File: config.mk
export PLATFORM = sky130hd
export DESIGN_NAME = psodu_limit
export DESIGN_NICKNAME = d
export VERILOG_FILES = /design/src/psodu_pkg.sv /design/src/psodu_limit.sv
export SDC_FILE = /design/constraint.sdc
export NUM_CORES = 1
export LEC_CHECK = 0
export ABC_CLOCK_PERIOD_IN_PS = 4000
export BUFFER_PORTS_ARGS = -buffer_cell sky130_fd_sc_hd__buf_2
export CORE_MARGIN = 1.5
export CORE_UTILIZATION = 57
export DETAILED_ROUTE_END_ITERATION = 8
export PLACE_DENSITY = 0.86
export SLEW_MARGIN = 20
export SYNTH_ARGS = -nofsm -noshare
export SYNTH_HDL_FRONTEND = slang
export SYNTH_SLANG_ARGS = --single-unit
File: constraint.sdc
create_clock -name clk_i -period 4 [get_ports clk_i]
set_input_delay 0.6 -clock clk_i [delete_from_list [all_inputs] [get_ports clk_i]]
set_output_delay 0.6 -clock clk_i [all_outputs]
set_load 0.005 [all_outputs]
File: src/psodu_pkg.sv
`timescale 1ns / 1ps

package psodu_pkg;

  // fixed field widths and limits
  localparam int unsigned SUM_SHIFT = 28;
  localparam int unsigned SUM_W     = 51;
  localparam int unsigned NV_W      = SUM_W - SUM_SHIFT;
  localparam logic [15:0] POS_MAX   = 16'hFFFF;
  localparam logic [9:0]  DUR_MAX   = 10'd1023;

  // register reset values
  localparam logic [15:0] INERTIA_RST   = 16'd2867;
  localparam logic [15:0] COGNITIVE_RST = 16'd6144;
  localparam logic [15:0] SOCIAL_RST    = 16'd6144;
  localparam logic [7:0]  MIN_DUR_RST   = 8'd5;
  localparam logic [7:0]  MAX_DUR_RST   = 8'd59;

  // register index map
  typedef enum logic [2:0] {
    REG_INERTIA   = 3'd0,
    REG_COGNITIVE = 3'd1,
    REG_SOCIAL    = 3'd2,
    REG_MIN_DUR   = 3'd3,
    REG_MAX_DUR   = 3'd4
  } psodu_reg_e;

  typedef struct packed {
    logic [15:0]        position;
    logic signed [15:0] velocity;
    logic [15:0]        personal_best;
    logic [15:0]        global_best;
    logic [15:0]        rand_one;
    logic [15:0]        rand_two;
    logic               searched;
    logic [9:0]         fixed_duration;
  } psodu_in_t;

  typedef struct packed {
    logic [15:0]        new_position;
    logic signed [15:0] new_velocity;
    logic [9:0]         duration;
    logic               hit_bound;
  } psodu_out_t;

  typedef struct packed {
    logic [15:0] inertia_weight;
    logic [15:0] cognitive_gain;
    logic [15:0] social_gain;
    logic [7:0]  lower_bound;
    logic [7:0]  upper_bound;
  } psodu_cfg_t;

  // part of the word that rides along the pipeline untouched
  typedef struct packed {
    logic               valid;
    logic [15:0]        position;
    logic signed [15:0] velocity;
    logic               searched;
    logic [9:0]         fixed_duration;
  } psodu_ctx_t;

endpackage

File: src/psodu_limit.sv
`timescale 1ns / 1ps

module psodu_limit import psodu_pkg::*; #(
  parameter int unsigned FRAC_BITS = 8
) (
  input  logic                   clk_i,
  input  logic                   rst_ni,
  input  psodu_ctx_t             ctx_i,
  input  logic signed [NV_W-1:0] nv_i,
  input  psodu_cfg_t             cfg_i,
  output logic                   done_o,
  output psodu_out_t             result_o
);

  localparam int unsigned VW = 8 + FRAC_BITS;
  localparam int unsigned CW = ((NV_W > VW + 1) ? NV_W : VW + 1) + 1;
  localparam int unsigned XW = ((VW + 2) > 18) ? VW + 2 : 18;
  localparam int unsigned PW = (VW > 16) ? VW : 16;

  logic [7:0]    span;
  logic [VW-1:0] vlim;
  logic [VW-1:0] lo_full, hi_full;
  logic [PW-1:0] lo_ext, hi_ext;
  logic [15:0]   lo, hi;

  // bounds from configuration
  always_comb begin
    span    = cfg_i.upper_bound - cfg_i.lower_bound;
    vlim    = (cfg_i.upper_bound > cfg_i.lower_bound) ? {span, {FRAC_BITS{1'b0}}} : '0;
    lo_full = {cfg_i.lower_bound, {FRAC_BITS{1'b0}}};
    hi_full = {cfg_i.upper_bound, {FRAC_BITS{1'b0}}};
    lo_ext  = PW'(lo_full);
    hi_ext  = PW'(hi_full);
    lo      = (lo_ext > PW'(POS_MAX)) ? POS_MAX : lo_ext[15:0];
    hi      = (hi_ext > PW'(POS_MAX)) ? POS_MAX : hi_ext[15:0];
  end

  // stage d: velocity limit, position step, absorbing bounds
  logic               d_valid_q;
  psodu_ctx_t         d_ctx_q;
  logic [15:0]        d_nx_q, d_nx_d;
  logic signed [15:0] d_nv_q, d_nv_d;
  logic               d_hit_q, d_hit_d;

  always_comb begin
    logic signed [CW-1:0] nv_ext;
    logic signed [CW-1:0] lim;
    logic signed [CW-1:0] vc;
    logic signed [XW-1:0] nx;
    logic signed [XW-1:0] lo_s;
    logic signed [XW-1:0] hi_s;
    nv_ext = $signed({{(CW-NV_W){nv_i[NV_W-1]}}, nv_i});
    lim    = $signed({{(CW-VW){1'b0}}, vlim});
    vc     = nv_ext;
    if (vc > lim) begin
      vc = lim;
    end
    if (vc < -lim) begin
      vc = -lim;
    end
    if (vc > $signed(CW'(32767))) begin
      vc = $signed(CW'(32767));
    end
    if (vc < -$signed(CW'(32768))) begin
      vc = -$signed(CW'(32768));
    end
    d_nv_d  = vc[15:0];
    nx      = $signed({{(XW-16){vc[15]}}, vc[15:0]})
            + $signed({{(XW-16){1'b0}}, ctx_i.position});
    lo_s    = $signed({{(XW-16){1'b0}}, lo});
    hi_s    = $signed({{(XW-16){1'b0}}, hi});
    d_hit_d = 1'b0;
    // lower clamp first, so crossed bounds end at the upper one
    if (nx < lo_s) begin
      nx      = lo_s;
      d_nv_d  = '0;
      d_hit_d = 1'b1;
    end
    if (nx > hi_s) begin
      nx      = hi_s;
      d_nv_d  = '0;
      d_hit_d = 1'b1;
    end
    d_nx_d = nx[15:0];
  end

  // stage e: rounding and output select
  logic       e_valid_q;
  psodu_out_t e_res_q, e_res_d;

  always_comb begin
    logic [16:0] rsum;
    logic [16:0] rsh;
    rsum = {1'b0, d_nx_q} + (17'd1 << (FRAC_BITS - 1));
    rsh  = rsum >> FRAC_BITS;
    if (d_ctx_q.searched) begin
      e_res_d.new_position = d_nx_q;
      e_res_d.new_velocity = d_nv_q;
      e_res_d.duration     = (rsh > 17'(DUR_MAX)) ? DUR_MAX : rsh[9:0];
      e_res_d.hit_bound    = d_hit_q;
    end else begin
      e_res_d.new_position = d_ctx_q.position;
      e_res_d.new_velocity = d_ctx_q.velocity;
      e_res_d.duration     = d_ctx_q.fixed_duration;
      e_res_d.hit_bound    = 1'b0;
    end
  end

  // valid bits
  always_ff @(posedge clk_i or negedge rst_ni) begin
    if (!rst_ni) begin
      d_valid_q <= 1'b0;
      e_valid_q <= 1'b0;
    end else begin
      d_valid_q <= ctx_i.valid;
      e_valid_q <= d_valid_q;
    end
  end

  // payload
  always_ff @(posedge clk_i) begin
    d_ctx_q <= ctx_i;
    d_nx_q  <= d_nx_d;
    d_nv_q  <= d_nv_d;
    d_hit_q <= d_hit_d;
    e_res_q <= e_res_d;
  end

  assign done_o   = e_valid_q;
  assign result_o = e_res_q;

endmodule

==> results of run 1 <==
cells by family after synthesis:
kind of cell,Yosys count,share of synthesized area (%)
AND/OR/NAND/NOR,189,15.7
AO/OA/AOI/OAI,148,16.3
flip-flops,121,38.0
adder cells (fa/ha/maj),69,13.7
buffers and inverters,62,4.26
multiplexers,48,8.72
XOR/XNOR,24,3.28
stage by stage:
stage	area (um^2)	hold WS [ns]	setup TNS, ns	worst slack, ns	instances
2_1_floorplan	6620	0.304	-219.59	-6.76	661
3_5_place_dp	8720	0.352	-240.30	-7.36	1092
3_3_place_gp	8720	0.343	-230.81	-7.06	1092
4_1_cts	9750	0.165	-210.41	-6.45	1139
layer usage:
metal	global-route usage (%)	overflow
met3	63.4	0
met5	32.1	0
met1	73.6	0
met2	96.4	76
met4	90.5	66
repair_timing:
item                                   4_1_cts
setup buffers                               16
pin swaps                                   41
hold buffers                                 1
setup endpoints to repair                   33
gates resized for setup                     71
endpoints found under the hold margin        2
gates cloned                                 1
==> results.json, run 1 <==
{
  "cts-root-buf": "clkbuf_8",
  "synth_edf_count": 0,
  "die_h_um": 109,
  "postGrtWorstEndpoint": "d_nv_q[14]$_SDFF_PP0_/D",
  "cts_sinks": 121,
  "synth_fp_nets": 863,
  "clk_path_buf_depth": 2,
  "error": "[ERROR GRT-0232] Routing congestion too high. Check the congestion heatmap in the GUI.",
  "rows": 38,
  "dp_hpwl_um": 15600,
  "flow.stopped_at": "5_1_grt",
  "port-buffer-count": 128,
  "outcome": "stopped before the end",
  "gp_congestion": 0.998,
  "syn-instance-count": 661,
  "synth_most_common_cell": "dfxtp_1",
  "netlist.area_leader.share_pct": 37.2,
  "yosysTopAreaCell": "dfxtp_1",
  "grt_max_degree": 52,
  "yosys_warnings": 0,
  "cts_buffers": 17,
  "globalRouteOverflowTotal": 142,
  "synth_cell_type_count": 71,
  "ys_ff_latch": 121,
  "synthArstFlopShare_pct": 1.65,
  "synthTopCellsByCount": "119 x dfxtp_1, 67 x ha_1, 49 x nor2_1, 43 x a21oi_1, 39 x inv_1",
  "start_util_pct": 58.8,
  "syn-mean-instance-area_um2": 9.68,
  "yosys_most_used_dff": "dfxtp_1",
  "worst-ep-kind": "register data pin",
  "synthesis.area_um2": 6400,
  "synth.area.top_cells": "dfxtp_1 37%, ha_1 13%, mux2_2 6.7%, a21oi_1 3.4%, nor2_1 2.9%",
  "cts.htree.levels": 4,
  "grt_usage_pct": 79.0,
  "fp.dieW_um": 109,
  "synth-seq-area-share_pct": 38.0,
  "pin_count": 177
}
==> run 2, diff against run 1 <==
- CORE_UTILIZATION: 57 -> 40
- PLACE_DENSITY: 0.86 -> not set
- PLACE_DENSITY_LB_ADDON: not set -> 0.15
==> results.json, run 2 <==
{
  "dr.pass1.iters": 4,
  "crit_path_start_kind": "primary input",
  "start_util_pct": 40.6,
  "violations": "negative setup slack",
  "vias": 6122,
  "fin_cells": 1253,
  "worst_ep_required_time_ns": 4.29,
  "synth_most_common_cell": "dfxtp_1",
  "cts-root-buf": "clkbuf_16",
  "final_cell_mix": "226 x buf_4, 126 x buf_2, 118 x dfxtp_1",
  "critPathArrivalTime_ns": 10.78,
  "n_antenna_cell": 0,
  "nFillCells": 1314,
  "first_global_vias": 6315,
  "layout_commonest_cell": "buf_4",
  "slew_viol_final": 0,
  "cpPeakStageDelay_ns": 0.44,
  "holdCritStartpoint": "ctx_i[23]",
  "globalRouteOverflowTotal": 0,
  "synth.area.top_cells": "dfxtp_1 37%, ha_1 13%, mux2_2 6.7%, a21oi_1 3.4%, nor2_1 2.9%",
  "cts_buffers": 17,
  "tightest_slew_ns": 0.623,
  "crit_type": "in2reg",
  "synth_edf_count": 0,
  "worst_slack_ns": -6.50,
  "synthTopCellsByCount": "119 x dfxtp_1, 67 x ha_1, 49 x nor2_1, 43 x a21oi_1, 39 x inv_1",
  "slowest_stage": "or4_4",
  "r2r-start": "d_nx_q[10]",
  "maxCapViolations": 0,
  "area_delta_synth_final_pct": 62.2,
  "timing.fmax_mhz": 95.3,
  "fin_nets": 1226,
  "hold_path.class": "in2reg",
  "synth_fp_nets": 863,
  "setup_viol": 33,
  "grt_first_pass_wirelength_um": 30300,
  "multi_input_area_um2": 4350,
  "powerDensity_nw_per_um2": 730,
  "antenna_found_initial": 1,
  "final-seq-area_um2": 2440,
  "hold_violations": 0,
  "peakVddDrop_uv": 456,
  "pin_count": 177,
  "gp_congestion": 0.848,
  "dp_slack_ns": -7.63,
  "ant_nets": 0,
  "critPathMostFrequentCell": "buf_4",
  "cts_tree": "built",
  "fin_skew_ns": 0.00943,
  "drt_iter0_drc": 232,
  "wl_per_cell_um": 15.5,
  "synth_cell_type_count": 71,
  "syn-instance-count": 661,
  "cts_sinks": 121,
  "synthesis.area_um2": 6400,
  "die_area_um2": 16800,
  "synth-seq-area-share_pct": 38.0,
  "worstReg2RegEnd": "result_o[7]",
  "post-route-drc-count": 0,
  "outcome": "finished with violations",
  "hold_path_depth": 1,
  "clkLatencyLatePin_ns": 0.40,
  "final_layout_size_suffix_gt1_share_pct": 54.9,
  "rsz0062_at_grt": "true",
  "reg2regPathDepth": 5,
  "critPathCaptureType": "register",
  "grt_usage_pct": 23.1,
  "placed_cells": 1170,
  "fp.dieW_um": 129,
  "period_needed_ns": 10.50,
  "grt_max_degree": 52,
  "relSlewSlack_pct": 58.1,
  "regToRegSetupSlack_ns": 2.67,
  "synthArstFlopShare_pct": 1.65,
  "dp_hpwl_um": 14700,
  "ys_ff_latch": 121,
  "whs_ns": 0.292,
  "yosys_warnings": 0,
  "leakagePower_uw": 0.00492,
  "drt_wl_total_um": 19400,
  "hold_end": "d_ctx_q[23]",
  "netlist.area_leader.share_pct": 37.2,
  "die_h_um": 129,
  "clk_path_buf_depth": 2,
  "cts.htree.levels": 4,
  "min_period_over_period_pct": 262,
  "yosys_most_used_dff": "dfxtp_1",
  "crit_fanout": 7,
  "yosysTopAreaCell": "dfxtp_1",
  "final.setup.tns_ns": -211.61,
  "rows": 46,
  "core_area_um2": 15800,
  "vias_per_cell": 4.89,
  "port-buffer-count": 128,
  "syn-mean-instance-area_um2": 9.68,
  "clk_pin_slew_ns": 0.06
}
## run 2: layout make-up
cell class	instances	area share [%]
Timing Repair Buffer	365	24.2
Clock buffer	19	4.36
Inverter	40	1.57
Clock inverter	13	1.83
Multi-Input combinational cell	479	41.9
Tap cell	216	2.60
Sequential cell	121	23.5
## run 2: through the flow
step,instance area (um^2),util (%),total power [uW]
floorplan,6620,-,3720
CTS,10100,64.0,7350
global placement,8830,56.0,5230
detailed placement,8830,56.0,5290
finish,10400,65.8,7580
global route,10400,65.8,8030
## run 2: what timing repair did
action,CTS,global route
pin swaps,47,30
hold buffers,1,0
cloned,1,0
endpoints found under the hold margin,2,0
gates resized for setup,52,48
buffers inserted,42,7
endpoints found under the setup margin,33,33
## run 2: worst max-delay path, delay by kind of cell
family	cells	cell delay, ns
adder cells (fa/ha/maj)	7	1.93
buffers and inverters	23	2.76
AO/OA/AOI/OAI	20	3.37
multiplexers	2	0.63
AND/OR/NAND/NOR	7	1.37
XOR/XNOR	1	0.10
## run 2: worst max-delay path by stage
stage,from,end,slack (ns),depth (start not counted)
6_report,cfg_i[0],d_nx_q[11],-6.50,60
5_1_grt,cfg_i[1],d_nx_q[11],-6.88,63
4_1_cts,cfg_i[0],d_nx_q[11],-6.64,60
3_5_place_dp,cfg_i[0],d_nx_q[11],-7.63,58
3_3_place_gp,cfg_i[0],d_nx_q[12],-7.36,51
2_1_floorplan,cfg_i[0],d_nx_q[10],-6.76,61
## run 2: layer usage
layer	vias up	GRT usage (%)	part of all wire (%)
met1	2877	27.3	44
li1	3092	-	-
met4	2	7.45	1.7
met5	-	0	0.041
met3	28	3.51	3.4
met2	123	42.6	51
## run 2: cell families (layout without fill, tap and decap cells)
group,after synthesis,in the layout,share of synthesized area (%)
adder cells (fa/ha/maj),69,69,13.7
buffers and inverters,62,437,4.26
AND/OR/NAND/NOR,189,189,15.7
AO/OA/AOI/OAI,148,149,16.3
multiplexers,48,48,8.72
flip-flops,121,121,38.0
XOR/XNOR,24,24,3.28
## run 2: report_power, final
| part | leakage, uW | total (uW) | internal, uW | switching, uW |
|---|---|---|---|---|
| sequential | 0.00102 | 1580 | 1450 | 123 |
| clock | 0.000314 | 1630 | 1080 | 547 |
| combinational | 0.00359 | 4370 | 2350 | 2030 |
Power figures use the tool's default switching activity.
